--- config.mk ---
export PLATFORM = sky130hd
export DESIGN_NAME = truth_table_to_anf_transform_unit
export DESIGN_NICKNAME = d
export VERILOG_FILES = /design/src/rtl/tt2anf_pkg.sv /design/src/rtl/truth_table_to_anf_transform_unit.sv /design/src/rtl/tt2anf_ctrl.sv /design/src/rtl/tt2anf_datapath.sv
export SDC_FILE = /design/constraint.sdc
export NUM_CORES = 2
export LEC_CHECK = 0
export BUFFER_PORTS_ARGS = -buffer_cell sky130_fd_sc_hd__buf_4
export CAP_MARGIN = 20
export CORE_MARGIN = 2
export CORE_UTILIZATION = 35
export CTS_BUF_LIST = sky130_fd_sc_hd__clkbuf_2 sky130_fd_sc_hd__clkbuf_4 sky130_fd_sc_hd__clkbuf_8
export DETAILED_ROUTE_END_ITERATION = 10
export PLACE_DENSITY_LB_ADDON = 0.25
export SYNTH_ARGS = -nofsm -noshare
export SYNTH_HDL_FRONTEND = slang
export SYNTH_SLANG_ARGS = --single-unit
--- constraint.sdc ---
create_clock -name i_clk -period 23.4 [get_ports i_clk]
set_input_delay 3.51 -clock i_clk [delete_from_list [all_inputs] [get_ports i_clk]]
set_output_delay 3.51 -clock i_clk [all_outputs]
set_load 0.1 [all_outputs]
--- src/rtl/tt2anf_pkg.sv ---
`default_nettype none
// ----------------------------------------------------------------------------
// tt2anf_pkg
// shared types, codes and constants of the truth table to anf transform unit
// ----------------------------------------------------------------------------
package tt2anf_pkg;

    localparam int DEF_MAX_VARS = 10;
    localparam int NV_W         = 4;
    localparam int IDX_W        = 10;
    localparam int FUNC_W       = 2;
    localparam int XW           = 17;

    localparam logic [FUNC_W-1:0] FUNC_WRITE = 2'd0;
    localparam logic [FUNC_W-1:0] FUNC_RUN   = 2'd1;
    localparam logic [FUNC_W-1:0] FUNC_READ  = 2'd2;

    typedef enum logic [1:0] {
        S_IDLE,
        S_READ,
        S_RUN,
        S_DRAIN
    } t_state;

    typedef struct packed {
        logic accept;
        logic load_imm;
        logic load_read;
        logic load_done;
        logic run_start;
        logic run_issue;
        logic level_next;
    } t_ctrl_cmd;

    typedef struct packed {
        logic [FUNC_W-1:0] func;
        logic              idx_err;
        logic              run_err;
        logic              nv_zero;
        logic              last_pair;
        logic              last_level;
        logic              out_valid;
    } t_dp_status;

endpackage
`default_nettype wire

--- src/rtl/truth_table_to_anf_transform_unit.sv ---
`default_nettype none
// ----------------------------------------------------------------------------
// truth_table_to_anf_transform_unit
// truth table to algebraic normal form converter (binary mobius transform)
// ----------------------------------------------------------------------------
// Requests on the slave stream write one truth-table bit (func write), run
// the in-place transform over the first 2^num_vars entries (func run) or read
// one coefficient (func read); every request returns exactly one result. A
// write, an out-of-range access, a refused run or an unused code is answered
// from the idle state, so these go back to back while results are taken. A
// read passes through the read state, because the coefficient memory has
// registered read data. In a run the memory updates one butterfly pair per
// cycle, and each level ends with a drain state that lets the last write
// land before the next level reads. Entries must be written before they
// are read or transformed.
// ----------------------------------------------------------------------------
module truth_table_to_anf_transform_unit
    import tt2anf_pkg::*;
#(
    parameter int MAX_VARS = DEF_MAX_VARS
) (
    input  wire logic              i_clk,
    input  wire logic              i_rst_n,
    input  wire logic              i_cfg_we,
    input  wire logic [NV_W-1:0]   i_cfg_wdata,   // num_vars
    input  wire logic              i_s_tvalid,
    output logic                   o_s_tready,
    input  wire logic [15:0]       i_s_tdata,     // index, value_bit, zero pad
    input  wire logic [FUNC_W-1:0] i_s_tuser,     // func
    output logic                   o_m_tvalid,
    input  wire logic              i_m_tready,
    output logic [7:0]             o_m_tdata,     // read_bit, zero pad
    output logic                   o_m_tuser      // index_error
);

    t_ctrl_cmd  cmd;
    t_dp_status status;
    logic       read_bit;

    tt2anf_ctrl u_ctrl (
        .i_clk      (i_clk),
        .i_rst_n    (i_rst_n),
        .i_s_tvalid (i_s_tvalid),
        .i_m_tready (i_m_tready),
        .i_status   (status),
        .o_s_tready (o_s_tready),
        .o_cmd      (cmd)
    );

    tt2anf_datapath #(
        .MAX_VARS (MAX_VARS)
    ) u_datapath (
        .i_clk         (i_clk),
        .i_rst_n       (i_rst_n),
        .i_cfg_we      (i_cfg_we),
        .i_cfg_wdata   (i_cfg_wdata),
        .i_func        (i_s_tuser),
        .i_index       (i_s_tdata[IDX_W-1:0]),
        .i_value_bit   (i_s_tdata[IDX_W]),
        .i_m_tready    (i_m_tready),
        .i_cmd         (cmd),
        .o_status      (status),
        .o_out_valid   (o_m_tvalid),
        .o_read_bit    (read_bit),
        .o_index_error (o_m_tuser)
    );

    assign o_m_tdata = {7'b0, read_bit};

endmodule
`default_nettype wire

--- src/rtl/tt2anf_ctrl.sv ---
`default_nettype none
// ----------------------------------------------------------------------------
// tt2anf_ctrl
// controller: accepts requests and sequences reads and transform levels
// ----------------------------------------------------------------------------
module tt2anf_ctrl
    import tt2anf_pkg::*;
(
    input  wire logic       i_clk,
    input  wire logic       i_rst_n,
    input  wire logic       i_s_tvalid,
    input  wire logic       i_m_tready,
    input  wire t_dp_status i_status,
    output logic            o_s_tready,
    output t_ctrl_cmd       o_cmd
);

    t_state r_state;
    t_state n_state;

    always_ff @(posedge i_clk) begin
        if (!i_rst_n) begin
            r_state <= S_IDLE;
        end else begin
            r_state <= n_state;
        end
    end

    always_comb begin
        n_state    = r_state;
        o_cmd      = '0;
        o_s_tready = 1'b0;
        unique case (r_state)
            S_IDLE: begin
                o_s_tready = !i_status.out_valid || i_m_tready;
                if (i_s_tvalid && o_s_tready) begin
                    o_cmd.accept = 1'b1;
                    if (i_status.func == FUNC_READ && !i_status.idx_err) begin
                        n_state = S_READ;
                    end else if (i_status.func == FUNC_RUN && !i_status.run_err
                                 && !i_status.nv_zero) begin
                        o_cmd.run_start = 1'b1;
                        n_state         = S_RUN;
                    end else begin
                        o_cmd.load_imm = 1'b1;
                    end
                end
            end
            S_READ: begin
                o_cmd.load_read = 1'b1;
                n_state         = S_IDLE;
            end
            S_RUN: begin
                o_cmd.run_issue = 1'b1;
                if (i_status.last_pair) begin
                    n_state = S_DRAIN;
                end
            end
            S_DRAIN: begin
                if (i_status.last_level) begin
                    o_cmd.load_done = 1'b1;
                    n_state         = S_IDLE;
                end else begin
                    o_cmd.level_next = 1'b1;
                    n_state          = S_RUN;
                end
            end
            default: begin
                n_state = S_IDLE;
            end
        endcase
    end

endmodule
`default_nettype wire

--- src/rtl/tt2anf_datapath.sv ---
`default_nettype none
// ----------------------------------------------------------------------------
// tt2anf_datapath
// coefficient memory, butterfly address counters, config and result registers
// ----------------------------------------------------------------------------
module tt2anf_datapath
    import tt2anf_pkg::*;
#(
    parameter int MAX_VARS = DEF_MAX_VARS
) (
    input  wire logic              i_clk,
    input  wire logic              i_rst_n,
    input  wire logic              i_cfg_we,
    input  wire logic [NV_W-1:0]   i_cfg_wdata,
    input  wire logic [FUNC_W-1:0] i_func,
    input  wire logic [IDX_W-1:0]  i_index,
    input  wire logic              i_value_bit,
    input  wire logic              i_m_tready,
    input  wire t_ctrl_cmd         i_cmd,
    output t_dp_status             o_status,
    output logic                   o_out_valid,
    output logic                   o_read_bit,
    output logic                   o_index_error
);

    localparam int AW    = MAX_VARS;
    localparam int DEPTH = 1 << AW;
    localparam int LW    = (MAX_VARS > 1) ? $clog2(MAX_VARS) : 1;

    logic            r_mem [DEPTH];
    logic [NV_W-1:0] r_num_vars;
    logic [LW-1:0]   r_lvl;
    logic [AW-1:0]   r_pair;
    logic            r_rd_a;
    logic            r_rd_b;
    logic            r_wr_pend;
    logic [AW-1:0]   r_wr_addr;
    logic            r_out_valid;
    logic            r_read_bit;
    logic            r_index_error;

    logic [NV_W:0]   nv_clamp;
    logic [XW-1:0]   idx_x;
    logic [XW-1:0]   bound;
    logic            idx_err;
    logic            run_err;
    logic            imm_err;
    logic [NV_W-1:0] nv_m1;
    logic [AW-1:0]   lvl_bit;
    logic [AW-1:0]   lvl_mask;
    logic [AW-1:0]   lo_addr;
    logic [AW-1:0]   hi_addr;
    logic [AW-1:0]   addr_a;
    logic            item_we;

    // range checks
    always_comb begin
        if (32'(r_num_vars) > MAX_VARS) begin
            nv_clamp = (NV_W+1)'(MAX_VARS);
            run_err  = 1'b1;
        end else begin
            nv_clamp = {1'b0, r_num_vars};
            run_err  = 1'b0;
        end
        idx_x   = XW'(i_index);
        bound   = XW'(1) << nv_clamp;
        idx_err = (idx_x >= bound);
        if (i_func == FUNC_WRITE || i_func == FUNC_READ) begin
            imm_err = idx_err;
        end else if (i_func == FUNC_RUN) begin
            imm_err = run_err;
        end else begin
            imm_err = 1'b0;
        end
    end

    // butterfly pair addresses
    always_comb begin
        nv_m1    = r_num_vars - NV_W'(1);
        lvl_bit  = AW'(1) << r_lvl;
        lvl_mask = lvl_bit - AW'(1);
        lo_addr  = ((r_pair & ~lvl_mask) << 1) | (r_pair & lvl_mask);
        hi_addr  = lo_addr | lvl_bit;
        addr_a   = i_cmd.run_issue ? lo_addr : idx_x[AW-1:0];
        item_we  = i_cmd.accept && (i_func == FUNC_WRITE) && !idx_err;
    end

    always_ff @(posedge i_clk) begin
        r_rd_a <= r_mem[addr_a];
        r_rd_b <= r_mem[hi_addr];
        if (r_wr_pend) begin
            r_mem[r_wr_addr] <= r_rd_a ^ r_rd_b;
        end else if (item_we) begin
            r_mem[idx_x[AW-1:0]] <= i_value_bit;
        end
    end

    always_ff @(posedge i_clk) begin
        if (!i_rst_n) begin
            r_num_vars  <= '0;
            r_wr_pend   <= 1'b0;
            r_out_valid <= 1'b0;
        end else begin
            if (i_cfg_we) begin
                r_num_vars <= i_cfg_wdata;
            end
            r_wr_pend <= i_cmd.run_issue;
            if (i_cmd.load_imm || i_cmd.load_read || i_cmd.load_done) begin
                r_out_valid <= 1'b1;
            end else if (i_m_tready) begin
                r_out_valid <= 1'b0;
            end
        end
    end

    always_ff @(posedge i_clk) begin
        r_wr_addr <= hi_addr;
        if (i_cmd.run_start) begin
            r_lvl  <= '0;
            r_pair <= '0;
        end else if (i_cmd.level_next) begin
            r_lvl  <= r_lvl + LW'(1);
            r_pair <= '0;
        end else if (i_cmd.run_issue) begin
            r_pair <= r_pair + AW'(1);
        end
        if (i_cmd.load_imm) begin
            r_read_bit    <= 1'b0;
            r_index_error <= imm_err;
        end else if (i_cmd.load_read) begin
            r_read_bit    <= r_rd_a;
            r_index_error <= 1'b0;
        end else if (i_cmd.load_done) begin
            r_read_bit    <= 1'b0;
            r_index_error <= 1'b0;
        end
    end

    always_comb begin
        o_status.func       = i_func;
        o_status.idx_err    = idx_err;
        o_status.run_err    = run_err;
        o_status.nv_zero    = (r_num_vars == '0);
        o_status.last_pair  = (r_pair == ((AW'(1) << nv_m1) - AW'(1)));
        o_status.last_level = (5'(r_lvl) == {1'b0, nv_m1});
        o_status.out_valid  = r_out_valid;
    end

    assign o_out_valid   = r_out_valid;
    assign o_read_bit    = r_read_bit;
    assign o_index_error = r_index_error;

endmodule
`default_nettype wire

==> metrics.yaml <==
grt:
  grt_use_total_pct: 29.3
  grt_pass1_vias: 51923
  grt_max_degree: 236
  overflow: 0
  grt_pass1_wl_um: 380000
  antenna_found_initial: 18
routing:
  first_iter_violations: 9231
  dr_total_vias: 56316
  firstDrtPassIters: 8
  remaining_drc_errors: 0
  drtAntennaViolNets: 0
  routed_wl_um: 271000
  drt-wirelength-per-cell_um: 31.2
  avgViaCountPerCell: 6.47
placement:
  pre_cts_slack_ns: 13.76
  placed_area_um2: 63200
  dp_cells: 8320
  routabilityCongestion: 0.945
  port_buffers: 25
  dp_hpwl_um: 149000
critical_path:
  critPathLaunch: "i_s_tdata[0]"
  r2r_slack_ns: 15.99
  worstSetupPathType: "input port to register"
  slowest_stage: "buf_4"
  worst_setup_path_end_kind: "register"
  cp.depth: 17
  path_max_fanout: 235
  arrival_ns: 9.44
  worst_ep_required_time_ns: 24.04
  crit_top_cell: "a21o_1"
  r2r_start: "u_datapath.r_lvl[0]"
  r2r-end: "u_datapath.r_rd_a"
  path_cells: "buf_4, inv_1, ha_1, nand2b_1, a21o_1, a21o_1, a21o_1, a21o_1, a21o_1, a21oi_1, o21ai_1, a211o_4, o21ai_0, nand2_4, buf_4, buf_12, buf_4"
  path_buf_inv: 5
  cp_slowest_stage_delay_ns: 0.86
  reg2regPathDepth: 19
  start_kind: "input port"
  critPathTopFamily: "buffers and inverters"
  cp-endpoint: "u_datapath.r_mem[713]"
sta:
  timing.final.crit_share_pct: 37.6
  period_needed_ns: 8.79
  whs_ns: 0.516
  rsz0062_at_grt: "false"
  worst_slew_margin_rel_pct: 17.7
  clock_skew_ns: 0.0695
  fmax_mhz: 114
  hold_viol: 0
  setup_tns_ns: 0
  tightest_slew_ns: 1.23
  setup_ws_ns: 14.61
  setup_viol: 0
  slew_violations: 0
clock_network:
  clk_pin_slew_ns: 0.06
  hold_buffers: 0
  cts_resized: 0
  cts_tree: "yes"
  cts_root_buf: "clkbuf_8"
  cts_setup_buffers: 0
  cts_made_buffers: 188
  cts.path.max_buffers: 3
  cts_max_level: 4
  clock_latency_ns: 1.00
  clkSinkCount: 1060
yosys:
  ys.flop_type: "edfxtp_1"
  ys_ff_latch: 1060
  synth_edf_count: 1025
  ys_types: 90
  avgSynthCellArea_um2: 9.37
  synth_warnings: 0
  netlist_area_um2: 61000
  synth_sequential_area_ratio_pct: 51.6
  async_reset_ff_share_pct: 0
  synth_cells: 6513
cells_and_area:
  drive_gt1_share_pct: 11.8
  final_cell_mix: "nand2_1 (1479), a21oi_1 (1108), edfxtp_1 (1025)"
  layout_commonest_cell: "nand2_1"
  syn_to_final_growth_pct: 10.7
  final-instance-count-excl-fill: 8702
  final_area_um2: 67500
  final_nets: 6261
power_and_ir_drop:
  leakagePower_nw: 21.6
  power.density_nw_per_um2: 105
  ir_worst_vdd_uv: 135
floorplan:
  die_w_um: 422
  die_area_um2: 178000
  fp-row-count: 153
  dieHeight_um: 422
  core_um2: 174000
  pin_count: 38
  start_util_pct: 35.2
status:
  outcome: "completed"
min_path:
  hold_class: "register to register"
flow_run:
  cap_violations: 0
==> sequential cells by signal, indices dropped and copies added (netlist names) <==
signal                    cells
u_ctrl.r_state                2
u_datapath.o_index_error      1
u_datapath.o_out_valid        1
u_datapath.o_read_bit         1
u_datapath.r_lvl              4
u_datapath.r_mem           1024
u_datapath.r_num_vars         4
u_datapath.r_pair            10
u_datapath.r_rd_a             1
u_datapath.r_rd_b             1
u_datapath.r_wr_addr         10
u_datapath.r_wr_pend          1
==> layout make-up <==
class	count	area, um2
clock buffers	272	3270
diodes	15	37.5
fillers	17250	106000
clock inverters	70	438
repair buffers	241	2410
inverters	39	164
flip-flops and latches	1060	31500
multi-input cells	4680	26800
well taps	2325	2910
==> metrics by stage <==
stage	total power, mW	utilization [%]
floorplan	4.85	-
global placement	5.24	36.3
detailed placement	5.25	36.4
CTS	6.99	38.5
global route	7.30	38.9
finish	7.11	38.9
==> cell usage after synthesis (all sizes together) (28+ instances only) <==
cell | number | area (um2)
or4 | 49 | 368
clkbuf | 352 | 1320
a32oi | 68 | 596
a211oi | 80 | 616
edfxtp | 1025 | 30800
a311oi | 134 | 1170
nor2 | 192 | 748
and3 | 119 | 744
mux2i | 154 | 1550
a31oi | 155 | 970
a21oi | 1112 | 5580
nand4 | 51 | 319
o211ai | 28 | 210
nand3 | 531 | 2660
inv | 36 | 135
nand2 | 1482 | 5560
buf | 388 | 2110
mux4 | 69 | 1550
o21ai | 102 | 514
dfxtp | 35 | 701
==> logic make-up after synthesis <==
family	count (synthesis)	share of synthesized area (%)
xor+xnor	30	0.430
simple gates	2571	18.7
compound gates	1821	17.8
fa+ha+maj	24	0.492
flops	1060	51.6
mux	227	5.16
other cells	1	0.00614
buf+inv	779	5.85
==> power breakdown <==
| part | switching [mW] | internal, mW |
|---|---|---|
| combinational | 2.11 | 0.655 |
| clock | 0.848 | 0.923 |
| sequential | 0.0158 | 2.55 |
==> metal layers <==
metal  global-route usage (%)  share of wire, %  vias to the layer above
li1                         -                 -                    23512
met1                     37.5                37                    27694
met2                     44.0                44                     4141
met3                     7.92                13                      957
met4                     18.1               6.6                       12
met5                        0             0.035                        -
==> worst min path at each step <==
stage | from | end | slack (ns) | cells after the start
final | u_datapath.o_read_bit | u_datapath.o_read_bit | 0.52 | 1
after global routing | u_datapath.o_read_bit | u_datapath.o_read_bit | 0.53 | 1
after CTS | u_datapath.o_read_bit | u_datapath.o_read_bit | 0.52 | 1
after detailed placement | u_datapath.o_read_bit | u_datapath.o_read_bit | 0.51 | 1
after global placement | u_datapath.o_read_bit | u_datapath.o_read_bit | 0.50 | 1
after floorplan | u_datapath.o_read_bit | u_datapath.o_read_bit | 0.46 | 1
No activity file was read; power rests on OpenSTA's default activity.
